$ cat src/rtl/core/gve_pkg.sv
`timescale 1ns / 1ps
// Shared types and constants for the grid velocity extrapolation unit.
// No dependencies; the datapath, the controller and the top level import this package.
package gve_pkg;

    // Grid geometry and value width defaults
    localparam int MAX_COLS_DEF   = 64;
    localparam int MAX_ROWS_DEF   = 64;
    localparam int VALUE_BITS_DEF = 32;

    // Action codes
    localparam logic [1:0] ACT_WRITE = 2'd0;
    localparam logic [1:0] ACT_RUN   = 2'd1;
    localparam logic [1:0] ACT_READ  = 2'd2;

    // Register indexes and reset values
    localparam logic [1:0] CFG_GRID_COLS   = 2'd0;
    localparam logic [1:0] CFG_GRID_ROWS   = 2'd1;
    localparam logic [1:0] CFG_LAYER_LIMIT = 2'd2;
    localparam logic [6:0] GRID_COLS_RST   = 7'd64;
    localparam logic [6:0] GRID_ROWS_RST   = 7'd64;
    localparam logic [3:0] LAYER_LIMIT_RST = 4'd10;

    // Input word
    typedef struct packed {
        logic [1:0]         action;
        logic [5:0]         row;
        logic [5:0]         col;
        logic signed [31:0] cell_value;
        logic               cell_valid;
    } item_t;

    // Result word
    typedef struct packed {
        logic signed [31:0] out_value;
        logic               out_valid;
        logic [3:0]         layers_done;
    } result_t;

    // Commands from the controller to the datapath
    typedef struct packed {
        logic clear_step;
        logic item_write;
        logic item_read;
        logic out_zero;
        logic out_read;
        logic out_run;
        logic run_init;
        logic layer_init;
        logic nb_step;
        logic div_start;
        logic cell_write;
        logic layer_commit;
    } cmd_t;

    // Status from the datapath to the controller
    typedef struct packed {
        logic clear_last;
        logic run_over;
        logic nb_last;
        logic need_div;
        logic div_busy;
        logic cell_last;
    } sts_t;

endpackage

$ cat src/rtl/core/gve_ctrl.sv
`timescale 1ns / 1ps
// Controller: sequences store clearing, item handling and the layer scan.
// Depends on gve_pkg.
module gve_ctrl (
    input  logic          clk,
    input  logic          rst_n,
    input  logic          item_valid,
    output logic          item_ready,
    input  logic [1:0]    action,
    output logic          result_valid,
    input  logic          result_ready,
    output gve_pkg::cmd_t cmd,
    input  gve_pkg::sts_t sts
);
    import gve_pkg::*;

    typedef enum logic [3:0] {
        ST_CLEAR,
        ST_IDLE,
        ST_RD_WAIT,
        ST_RUN_CHECK,
        ST_CELL_RD,
        ST_DIV_GO,
        ST_DIV,
        ST_CELL_WR,
        ST_LAYER_END
    } state_t;

    state_t state_reg, state_next;
    logic   res_vld_reg, res_vld_next;
    logic   accept;

    assign item_ready   = (state_reg == ST_IDLE) && (!res_vld_reg || result_ready);
    assign accept       = item_valid && item_ready;
    assign result_valid = res_vld_reg;

    // Next state and commands
    always_comb
    begin
        cmd          = '0;
        state_next   = state_reg;
        res_vld_next = res_vld_reg && !result_ready;
        case (state_reg)
            ST_CLEAR:
            begin
                cmd.clear_step = 1'b1;
                if (sts.clear_last)
                begin
                    state_next = ST_IDLE;
                end
            end
            ST_IDLE:
            begin
                if (accept)
                begin
                    case (action)
                        ACT_WRITE:
                        begin
                            cmd.item_write = 1'b1;
                            cmd.out_zero   = 1'b1;
                            res_vld_next   = 1'b1;
                        end
                        ACT_READ:
                        begin
                            cmd.item_read = 1'b1;
                            state_next    = ST_RD_WAIT;
                        end
                        ACT_RUN:
                        begin
                            cmd.run_init = 1'b1;
                            state_next   = ST_RUN_CHECK;
                        end
                        default:
                        begin
                            cmd.out_zero = 1'b1;
                            res_vld_next = 1'b1;
                        end
                    endcase
                end
            end
            ST_RD_WAIT:
            begin
                cmd.out_read = 1'b1;
                res_vld_next = 1'b1;
                state_next   = ST_IDLE;
            end
            ST_RUN_CHECK:
            begin
                if (sts.run_over)
                begin
                    cmd.out_run  = 1'b1;
                    res_vld_next = 1'b1;
                    state_next   = ST_IDLE;
                end
                else
                begin
                    cmd.layer_init = 1'b1;
                    state_next     = ST_CELL_RD;
                end
            end
            ST_CELL_RD:
            begin
                cmd.nb_step = 1'b1;
                if (sts.nb_last)
                begin
                    state_next = ST_DIV_GO;
                end
            end
            ST_DIV_GO:
            begin
                if (sts.need_div)
                begin
                    cmd.div_start = 1'b1;
                    state_next    = ST_DIV;
                end
                else
                begin
                    state_next = ST_CELL_WR;
                end
            end
            ST_DIV:
            begin
                if (!sts.div_busy)
                begin
                    state_next = ST_CELL_WR;
                end
            end
            ST_CELL_WR:
            begin
                cmd.cell_write = 1'b1;
                state_next     = sts.cell_last ? ST_LAYER_END : ST_CELL_RD;
            end
            ST_LAYER_END:
            begin
                cmd.layer_commit = 1'b1;
                state_next       = ST_RUN_CHECK;
            end
            default:
            begin
                state_next = ST_IDLE;
            end
        endcase
    end

    always_ff @(posedge clk or negedge rst_n)
    begin
        if (!rst_n)
        begin
            state_reg   <= ST_CLEAR;
            res_vld_reg <= 1'b0;
        end
        else
        begin
            state_reg   <= state_next;
            res_vld_reg <= res_vld_next;
        end
    end

endmodule

$ cat config.mk
export PLATFORM = sky130hd
export DESIGN_NAME = gve_ctrl
export DESIGN_NICKNAME = d
export VERILOG_FILES = /design/src/rtl/core/gve_pkg.sv /design/src/rtl/core/gve_ctrl.sv
export SDC_FILE = /design/constraint.sdc
export NUM_CORES = 1
export LEC_CHECK = 0
export ABC_AREA = 0
export BUFFER_PORTS_ARGS = -buffer_cell sky130_fd_sc_hd__buf_2
export CAP_MARGIN = 5
export CORE_AREA = 5 5 42 44
export CTS_BUF_LIST = sky130_fd_sc_hd__clkbuf_4
export DETAILED_ROUTE_END_ITERATION = 8
export DIE_AREA = 0 0 47 49
export GPL_ROUTABILITY_DRIVEN = 1
export PLACE_DENSITY = 0.66
export SLEW_MARGIN = 0
export SYNTH_ARGS = -nofsm -noshare
export SYNTH_HDL_FRONTEND = slang
export SYNTH_SLANG_ARGS = --single-unit
export TNS_END_PERCENT = 20
$ cat constraint.sdc
create_clock -name clk -period 1.4 [get_ports clk]
set_clock_uncertainty 0.1 [all_clocks]
set_input_delay 0.21 -clock clk [delete_from_list [all_inputs] [get_ports clk]]
set_output_delay 0.21 -clock clk [all_outputs]
set_load 0.02 [all_outputs]
After elaboration in Yosys (flattened, before gate mapping). Cells that the tools add are included.

Bits of input ports: 12. Flip-flop bits (word level): 5. Output and inout port bits: 14. Logic and storage cells: 59.

Mux-type cells: 32. Reduce and logical (&&, ||, !) cells: 10. Eq/ne operators: 15.

Operator list (count): case mux 4 bit (8 select lines) (1); 2-to-1 mux 1 bit (21); 2-to-1 mux 4 bit (5); == test 4 x 3 -> 1 bit, second input constant (4); 2-to-1 mux 3 bit (3); == test 4 x 2 -> 1 bit, second input constant (2); inequality test 2 bit, second input constant (4); case mux 4 bit (2 select lines) (1); AND reduction 5 bit (1); == test 4 x 1 -> 1 bit, second input constant (1); == test 4 bit, second input constant (1); zero test 4 bit (1); logical AND 1 bit (3); inequality test 3 x 1 -> 1 bit, second input constant (1); case mux 1 bit (3 select lines) (1); == test 2 x 1 -> 1 bit, second input constant (1); == test 2 bit, second input constant (1); zero test 1 bit (2); zero test 2 bit (1); OR reduction 2 bit (1); logical OR 1 bit (1).

Depth between registers and ports, before layout. Gate-level depths: netlist of run 1.

Depth in word-level cells: 6. Depth in mapped cells: 5. Mapped depth without buffers: 5.

Least setup slack after synthesis of run 1. OpenSTA, ideal clock, no wires.

Path type: flip-flop to output port. From: reg state_reg[2]. To: out cmd[4] in the netlist's numbering. Data arrival time: 1270 ps. Cell stages (with the launch flop): 3. Buffers on the path: 1. Data required time: 1090 ps. Path slack: -180 ps. Cell sequence: dfrtp_1 buf_4 nor4_1.

RTL lines: start: declaration (RTL line gve_ctrl.sv:29) `state_t state_reg, state_next;`; start signal: assignment (RTL line gve_ctrl.sv:154) `state_reg <= state_next;`; end: declaration (RTL line gve_ctrl.sv:12) `output gve_pkg::cmd_t cmd,`.

==> flow_summary.ini, run 1 <==
[final_layout]
layout-drive-gt1-share_pct = 56.7
num-fill-cells = 152
largest_reg_flops = 4
final_area_um2 = 840
areaGrowthSynthToFinish_pct = 78.9
diodes = 0
finalNetCount = 113

[power]
p_leak_nw = 0.412
vdd_drop_max_v = 0.00119
finalPower_mw = 1.54
pwr_density_cell_mw_per_mm2 = 1830

[clock_tree]
clock_sinks = 5
root_buffer = clkbuf_4
htree_num_levels = 1
numCtsBuffers = 3
path_clk_slew_ns = 0.04
clk_latency_ns = 0.24
cts_tree = yes
clockBufferDepth = 2

[die]
die_y_um = 49
ios = 26
row_count = 14
dieArea_mm2 = 0.00230
die_x_um = 47
initial_core_util_pct = 33.5
coreArea_mm2 = 0.00140

[global_route]
grt_pass1_vias = 553
grt_overflow = 0
grt_pass1_wl_um = 2340
grt_usage_pct = 14.1
antenna_found_initial = 0
grt_max_degree = 10

[synthesis]
syn-num-nets = 74
syn_area_um2 = 469
ys_ff_latch = 5
avgSynthCellArea_um2 = 7.95
yosysWarnings = 0
yosysUniqueCellTypes = 27
syn_inst = 59
ys_seq_area_share_pct = 26.7

[detailed_routing]
firstDrtPassIters = 2
wl_um = 1480
ant_nets = 0
viasPerCell = 5.06
drt_iter0_drc = 2
drc = 0
vias = 572
avgRoutedWirePerCell_um = 13.1

[worst_hold_path]
hold_class = in -> reg

[sta]
rsz0062_at_grt = yes
slew_violations = 0
finalCriticalPeriod_ns = 1.64
setup_slack_ns = -0.241
slew_headroom_pct = 82.3
timing.hold.ws_ns = 0.103
tightest_slew_ns = 0.261
post-route-period-util_pct = 117
hold_viol = 0
setup_viol = 13
fmax_mhz = 609

[status]
violations = setup timing
outcome = complete, but fails checks

[placed_design]
place_area_um2 = 667
dp_hpwl_um = 1010
port_buffers = 25
gp_congestion = 0.779
post-place-ws_ns = -0.00182

[worst_setup_path]
worst_setup_path_start_kind = register
worstSetupEndpointType = output pin
crit_fanout = 5
slowest_delay_ns = 0.40
ff2ff_setup_slack_ns = 0.07
critPathKind = reg -> out
crit_arrival_ns = 1.33
cp_cell_sequence = nor2b_2 > and3_4 > and3_1 > buf_6
crit_path_top_delay_cell = dfrtp_1
required_ns = 1.09

[flow_run]
drv_cap = 0
-- report_power, final --
group,internal (mW),leakage [nW],switching (mW)
registers,0.207,0.0597,0.0553
logic,0.531,0.334,0.559
clock network,0.127,0.0184,0.0566
-- metrics by stage --
step | TNS (ns) | utilization (%) | std cells
2_1_floorplan | -1.12 | - | 59
4_1_cts | -2.32 | 56.4 | 113
3_3_place_gp | -0.0192 | 47.6 | 106
3_5_place_dp | -0.00297 | 47.6 | 106
5_1_grt | -3.40 | 59.9 | 113
6_report | -2.37 | 59.9 | 113
-- final cells by class --
type / count / area, um^2 / area share [%]
Tap cell: 16 / 20.0 / 2.38
Multi-Input combinational cell: 46 / 368 / 43.8
Sequential cell: 5 / 128 / 15.2
Timing Repair Buffer: 38 / 279 / 33.2
Clock buffer: 4 / 30.0 / 3.58
Inverter: 4 / 15.0 / 1.79
-- what timing repair did --
item                                   4_1_cts  5_1_grt
hold buffers                                 1        0
endpoints found under the hold margin        5        0
gates resized for setup                     19       13
buffers inserted                             2        0
setup endpoints to repair                   13       14
pin swaps                                    1        3
-- path summary, 6_finish.rpt --
kind                         startpoint  cells past startpoint      endpoint
max                        state_reg[1]                      4       cmd[10]
min                              sts[0]                      2  state_reg[3]
max reg2reg                state_reg[2]                      4  state_reg[0]
min reg2reg                state_reg[3]                      2  state_reg[2]
max in group asynchronous         rst_n                      2  state_reg[2]
min in group asynchronous         rst_n                      2  state_reg[0]
-- cells by family after synthesis --
| family | synth area share [%] |
|---|---|
| simple gates | 38.7 |
| compound gates | 16.5 |
| buf+inv | 8.00 |
| flops | 26.7 |
| fa+ha+maj | 8.00 |
| mux | 2.13 |
-- critical path: cells and delay by family, from the launching register on --
| family | cells | cell delay, ns |
|---|---|---|
| and+or+nand+nor | 3 | 0.56 |
| DFF | 1 | 0.40 |
| buffers and inverters | 1 | 0.12 |
-- metal layers --
layer / global-route usage (%) / vias up / wire, um
met4: 4.15 / 0 / 12
met2: 22.2 / 20 / 769
li1: - / 286 / -
met3: 5.54 / 2 / 105
met5: 0 / - / 0
met1: 17.1 / 264 / 587
-- cells in the mapped netlist, drive strengths merged --
master	count	area share (%)
ha	3	8.0
o311ai	1	1.9
nor3	2	2.1
o31ai	1	1.6
and3	6	8.0
buf	4	4.8
and2	3	4.0
mux2i	1	2.1
nor2b	3	4.0
nand3	1	1.1
a32o	1	2.1
nor2	6	5.3
inv	4	3.2
nand2b	2	2.7
a21oi	2	2.1
o21ai	2	2.1
nand2	3	2.4
dfrtp	5	27
o21a	1	1.6
and2b	1	1.6
nor4b	1	3.2
a31oi	1	1.3
a32oi	2	3.7
nand3b	1	1.6
nor4	2	2.7
-- layout by cell type, fill, tap and decap left out, types with 3 or more instances in the layout --
| cell type | instances |
|---|---|
| inv_1 | 4 |
| buf_2 | 14 |
| buf_4 | 16 |
| nor2_1 | 5 |
| ha_1 | 3 |
| clkbuf_4 | 4 |
| nand2_1 | 3 |
| buf_6 | 7 |
| and3_4 | 5 |
| and2_1 | 3 |
| dfrtp_1 | 3 |
Note: power is estimated with default switching activity, not from simulation.
==> inputs of run 2 (changes only) <==
--- a/config.mk
+++ b/config.mk
@@ -13,7 +13,7 @@
 export DETAILED_ROUTE_END_ITERATION = 8
 export DIE_AREA = 0 0 47 49
 export GPL_ROUTABILITY_DRIVEN = 1
-export PLACE_DENSITY = 0.66
+export PLACE_DENSITY = 0.74
 export SLEW_MARGIN = 0
 export SYNTH_ARGS = -nofsm -noshare
 export SYNTH_HDL_FRONTEND = slang
==> run 2 against run 1 <==
The run still ends with setup timing left; worst hold slack got worse by 0.0042 ns; core utilization is 2.7 points lower; global-route usage up 0.081 points; cell area shrank 4.5%; power is 3.5% lower; sequential cell count unchanged; fmax grew 1.9%; final cell count shrank 1.8%; first-iteration DRC count rose to 5.0 times the previous value; critical path depth unchanged; combinational power decreased by 6%; non-clock buffer count fell by 2.
==> flow_summary.ini, run 2 (synthesized netlist as in run 1, its figures left out) <==
[detailed_routing]
drc = 0
firstDrtPassIters = 4
avgRoutedWirePerCell_um = 13.2
wl_um = 1460
viasPerCell = 5.08
vias = 564
ant_nets = 0
drt_iter0_drc = 10

[global_route]
grt_max_degree = 12
antenna_found_initial = 0
grt_pass1_vias = 522
grt_usage_pct = 14.1
grt_pass1_wl_um = 2410
grt_overflow = 0

[sta]
finalCriticalPeriod_ns = 1.61
fmax_mhz = 621
slew_headroom_pct = 83.1
post-route-period-util_pct = 115
setup_viol = 13
tightest_slew_ns = 0.253
slew_violations = 0
hold_viol = 0
setup_slack_ns = -0.210
rsz0062_at_grt = yes

[final_layout]
finish.utilization_pct = 57.2
mostFrequentLayoutCells = 14 x buf_2, 14 x buf_4, 7 x buf_6
diodes = 0
layout-drive-gt1-share_pct = 52.6
areaGrowthSynthToFinish_pct = 70.9
largest_reg_flops = 4
finalNetCount = 111
num-fill-cells = 136

[worst_hold_path]
worstHoldStart = sts[0]
hold_depth = 2
hold_class = in -> reg
hold_end = state_reg[3]

[power]
p_leak_nw = 0.410
finalPower_mw = 1.48
pwr_density_cell_mw_per_mm2 = 1850
vdd_drop_max_v = 0.00103

[die]
die_x_um = 47
dieArea_mm2 = 0.00230
die_y_um = 49
coreArea_mm2 = 0.00140
ios = 26
initial_core_util_pct = 33.5
row_count = 14

[flow_run]
drv_cap = 0

[status]
outcome = complete, but fails checks
violations = setup timing

[clock_tree]
htree_num_levels = 1
clockBufferDepth = 2
root_buffer = clkbuf_4
path_clk_slew_ns = 0.04
numCtsBuffers = 3
clk_latency_ns = 0.25
cts_tree = yes
clock_sinks = 5

[worst_setup_path]
crit_fanout = 5
ff2ff_setup_slack_ns = 0.11
required_ns = 1.09
worstSetupEndpointType = output pin
reg2reg_depth = 5
crit_arrival_ns = 1.30
critPathKind = reg -> out
r2r_end = state_reg[0]
worst_setup_path_start_kind = register
r2r_start = state_reg[1]

[placed_design]
gp_congestion = 0.780
dp_hpwl_um = 1090
post-place-ws_ns = -0.0307
port_buffers = 25
## run 2: changes by cell type in the layout (fill, tap and decap cells not counted)
cell | previous run | this run
and2b_1 | 1 | 0
and2b_2 | 0 | 1
and3_1 | 1 | 5
and3_4 | 5 | 1
buf_4 | 16 | 14
dfrtp_1 | 3 | 4
dfrtp_2 | 2 | 1
nor2_1 | 5 | 4
nor2_2 | 1 | 2
nor2b_2 | 1 | 2
nor2b_4 | 1 | 0
## run 2: layer usage
metal / vias to the layer above / GRT usage (%) / share of wire (%)
met2: 22 / 20.6 / 50
met3: 0 / 6.27 / 9.3
li1: 284 / - / -
met5: - / 0 / 0
met1: 258 / 18.5 / 41
met4: 0 / 4.15 / 0
## run 2: through the flow
step | TNS [ns] | cell area [um^2] | hold slack [ns] | std cells
global placement | 0 | 652 | -0.0732 | 104
floorplan | -1.12 | 469 | -0.186 | 59
global route | -3.01 | 802 | 0.0976 | 111
finish | -2.16 | 802 | 0.0992 | 111
CTS | -2.33 | 759 | 0.0865 | 109
detailed placement | -0.0582 | 652 | -0.0704 | 104
## run 2: worst max path at each step
| stage | from | end | slack (ns) | depth (start not counted) |
|---|---|---|---|---|
| detailed placement | state_reg[1] | cmd[0] | -0.03 | 3 |
| global placement | state_reg[1] | cmd[0] | 0.008 | 3 |
| finish | state_reg[1] | cmd[10] | -0.21 | 4 |
| global route | state_reg[1] | cmd[0] | -0.27 | 3 |
| CTS | state_reg[2] | cmd[4] | -0.21 | 3 |
| floorplan | state_reg[2] | cmd[4] | -0.18 | 2 |
## run 2: what timing repair did
| item | 4_1_cts | 5_1_grt |
|---|---|---|
| gates cloned | 0 | 0 |
| resized for setup | 20 | 8 |
| pin swaps | 1 | 1 |
| buffers inserted | 0 | 2 |
| hold endpoints to repair | 5 | 0 |
| hold buffers | 1 | 0 |
| endpoints found under the setup margin | 13 | 13 |
## run 2: worst max-delay path: stages (launching register included)
cell and delay, ns:
dfrtp_1 0.39, nor2b_2 0.15, and3_4 0.22, and3_1 0.17, buf_6 0.12
## run 2: report_power, final
part | leakage (nW) | switching, mW | internal [mW]
logic | 0.330 | 0.542 | 0.491
registers | 0.0613 | 0.0517 | 0.206
clock network | 0.0184 | 0.0639 | 0.127
## run 2: final cells by class
class                           instances  area [um^2]  area share (%)
Clock buffer                            4         30.0            3.74
Inverter                                4         15.0            1.87
Multi-Input combinational cell         46          347            43.2
Sequential cell                         5          126            15.8
Tap cell                               16         20.0            2.50
Timing Repair Buffer                   36          264            32.9
==> inputs of run 3 (changes only) <==
--- a/config.mk
+++ b/config.mk
@@ -9,7 +9,7 @@
 export BUFFER_PORTS_ARGS = -buffer_cell sky130_fd_sc_hd__buf_2
 export CAP_MARGIN = 5
 export CORE_AREA = 5 5 42 44
-export CTS_BUF_LIST = sky130_fd_sc_hd__clkbuf_4
+export CTS_BUF_LIST = sky130_fd_sc_hd__clkbuf_8
 export DETAILED_ROUTE_END_ITERATION = 8
 export DIE_AREA = 0 0 47 49
 export GPL_ROUTABILITY_DRIVEN = 1
==> run 3 against run 2 <==
The flow still finishes with violations (setup timing); critical endpoint unchanged; worst hold slack better by 0.017 ns; final cell count unchanged; largest power group unchanged; clock-buffer cell count down 1; highest routed layer is now met4; register-to-register slack worse by 0.04 ns; core utilization up 2.7 points; sequential power about the same; wire length up 3.3%; clock power up 40%.
==> flow_summary.ini, run 3 (synthesized netlist as in run 1, its figures left out) <==
[clock_tree]
clock_sinks = 5
root_buffer = clkbuf_8
clk_latency_ns = 0.23
numCtsBuffers = 3
path_clk_slew_ns = 0.04
clockBufferDepth = 2
htree_num_levels = 1
cts_tree = yes

[die]
row_count = 14
initial_core_util_pct = 33.5
ios = 26
coreArea_mm2 = 0.00140
dieArea_mm2 = 0.00230
die_y_um = 49
die_x_um = 47

[final_layout]
num-fill-cells = 133
areaGrowthSynthToFinish_pct = 78.9
multi_input_comb_area_um2 = 369
layout_commonest_cell = buf_4
layout-drive-gt1-share_pct = 55.8
mostFrequentLayoutCells = 16 x buf_4, 13 x buf_2, 6 x buf_6
largest_reg_flops = 4
regArea_um2 = 128
final_area_um2 = 840
diodes = 0
finalNetCount = 111

[status]
violations = setup timing
outcome = complete, but fails checks

[placed_design]
gp_congestion = 0.780
post-place-ws_ns = -0.0307
place_area_um2 = 652
dp_hpwl_um = 1090
port_buffers = 25

[detailed_routing]
wl_met2_um = 761
drc = 0
highest_layer = met4
wl_met1_um = 605
avgRoutedWirePerCell_um = 13.6
ant_nets = 0
route.met3.wl_um = 130
drt_iter0_drc = 5
wl_um = 1510
vias = 558
viasPerCell = 5.03
firstDrtPassIters = 3

[sta]
post-route-period-util_pct = 115
setup_slack_ns = -0.213
tightest_slew_ns = 0.253
fmax_mhz = 620
slew_headroom_pct = 83.0
rsz0062_at_grt = yes
slew_violations = 0
finalCriticalPeriod_ns = 1.61
setup_viol = 13
hold_viol = 0

[power]
vdd_drop_max_v = 0.000985
p_leak_nw = 0.415
finalPower_mw = 1.60
pwr_density_cell_mw_per_mm2 = 1910

[worst_hold_path]
hold_depth = 2
hold_class = in -> reg
worstHoldStart = sts[0]
hold_end = state_reg[3]

[worst_setup_path]
worst_setup_path_start_kind = register
crit_fanout = 5
critPathLaunch = state_reg[2]
ff2ff_setup_slack_ns = 0.07
r2r_end = state_reg[1]
critPathKind = reg -> out
r2r_start = state_reg[1]
worstSetupEndpointType = output pin
crit_arrival_ns = 1.30
required_ns = 1.09
reg2reg_depth = 5

[global_route]
grt_usage_pct = 14.1
antenna_found_initial = 0
grt_pass1_wl_um = 2370
grt_pass1_vias = 517
grt_max_degree = 12
grt_overflow = 0

[flow_run]
drv_cap = 0
## run 3: cell count changes in the layout (fill, tap and decap cells not counted)
cell	previous run	this run
nand2b_4	0	1
dfrtp_2	1	2
and3_4	1	3
dfrtp_1	4	3
nor2_2	2	1
buf_2	14	13
inv_1	4	5
and3_1	5	3
clkbuf_8	0	3
buf_6	7	6
buf_4	14	16
nand2b_1	2	1
nor2_4	0	1
clkbuf_4	4	0
## run 3: metrics by stage
| step | std cells | util (%) | TNS, ns | hold WS (ns) |
|---|---|---|---|---|
| after floorplan | 59 | - | -1.12 | -0.186 |
| after global placement | 104 | 46.5 | 0 | -0.0732 |
| after detailed placement | 104 | 46.5 | -0.0582 | -0.0704 |
| after CTS | 109 | 55.3 | -1.94 | 0.114 |
| after global routing | 111 | 59.9 | -2.50 | 0.123 |
| final | 111 | 59.9 | -2.00 | 0.117 |
## run 3: routing by layer
| layer | vias up | track usage, % |
|---|---|---|
| li1 | 282 | - |
| met1 | 254 | 19.8 |
| met5 | - | 0 |
| met3 | 2 | 6.27 |
| met2 | 20 | 19.2 |
| met4 | 0 | 4.15 |
## run 3: final cells by class
type                    count  area share [%]
well taps                  16            2.38
clock buffers               3            4.92
flip-flops and latches      5            15.2
multi-input cells          46            44.0
repair buffers             36            31.3
inverters                   4            1.79
clock inverters             1           0.447
## run 3: power by group
part,internal [mW],switching [mW]
logic,0.509,0.566
registers,0.207,0.0519
clock network,0.189,0.0782
total,0.904,0.696
## run 3: what timing repair did
item / CTS / global route
gates cloned: 0 / 0
endpoints found under the setup margin: 13 / 13
setup buffers: 0 / 2
hold endpoints to repair: 5 / 0
pin swaps: 1 / 4
hold buffers: 1 / 0
resized for setup: 20 / 13
## run 3: worst max-delay path, stage by stage (launching register included)
cell     delay [ns]
dfrtp_2        0.44
nor2_4         0.12
and3_4         0.22
and3_1         0.18
buf_6          0.12
## run 3: how the worst max path moves through the flow
stage | endpoint | slack [ns] | depth (start not counted)
6_report | cmd[10] | -0.21 | 4
5_1_grt | cmd[0] | -0.23 | 3
4_1_cts | cmd[4] | -0.18 | 3
3_5_place_dp | cmd[0] | -0.03 | 3
3_3_place_gp | cmd[0] | 0.008 | 3
2_1_floorplan | cmd[4] | -0.18 | 2
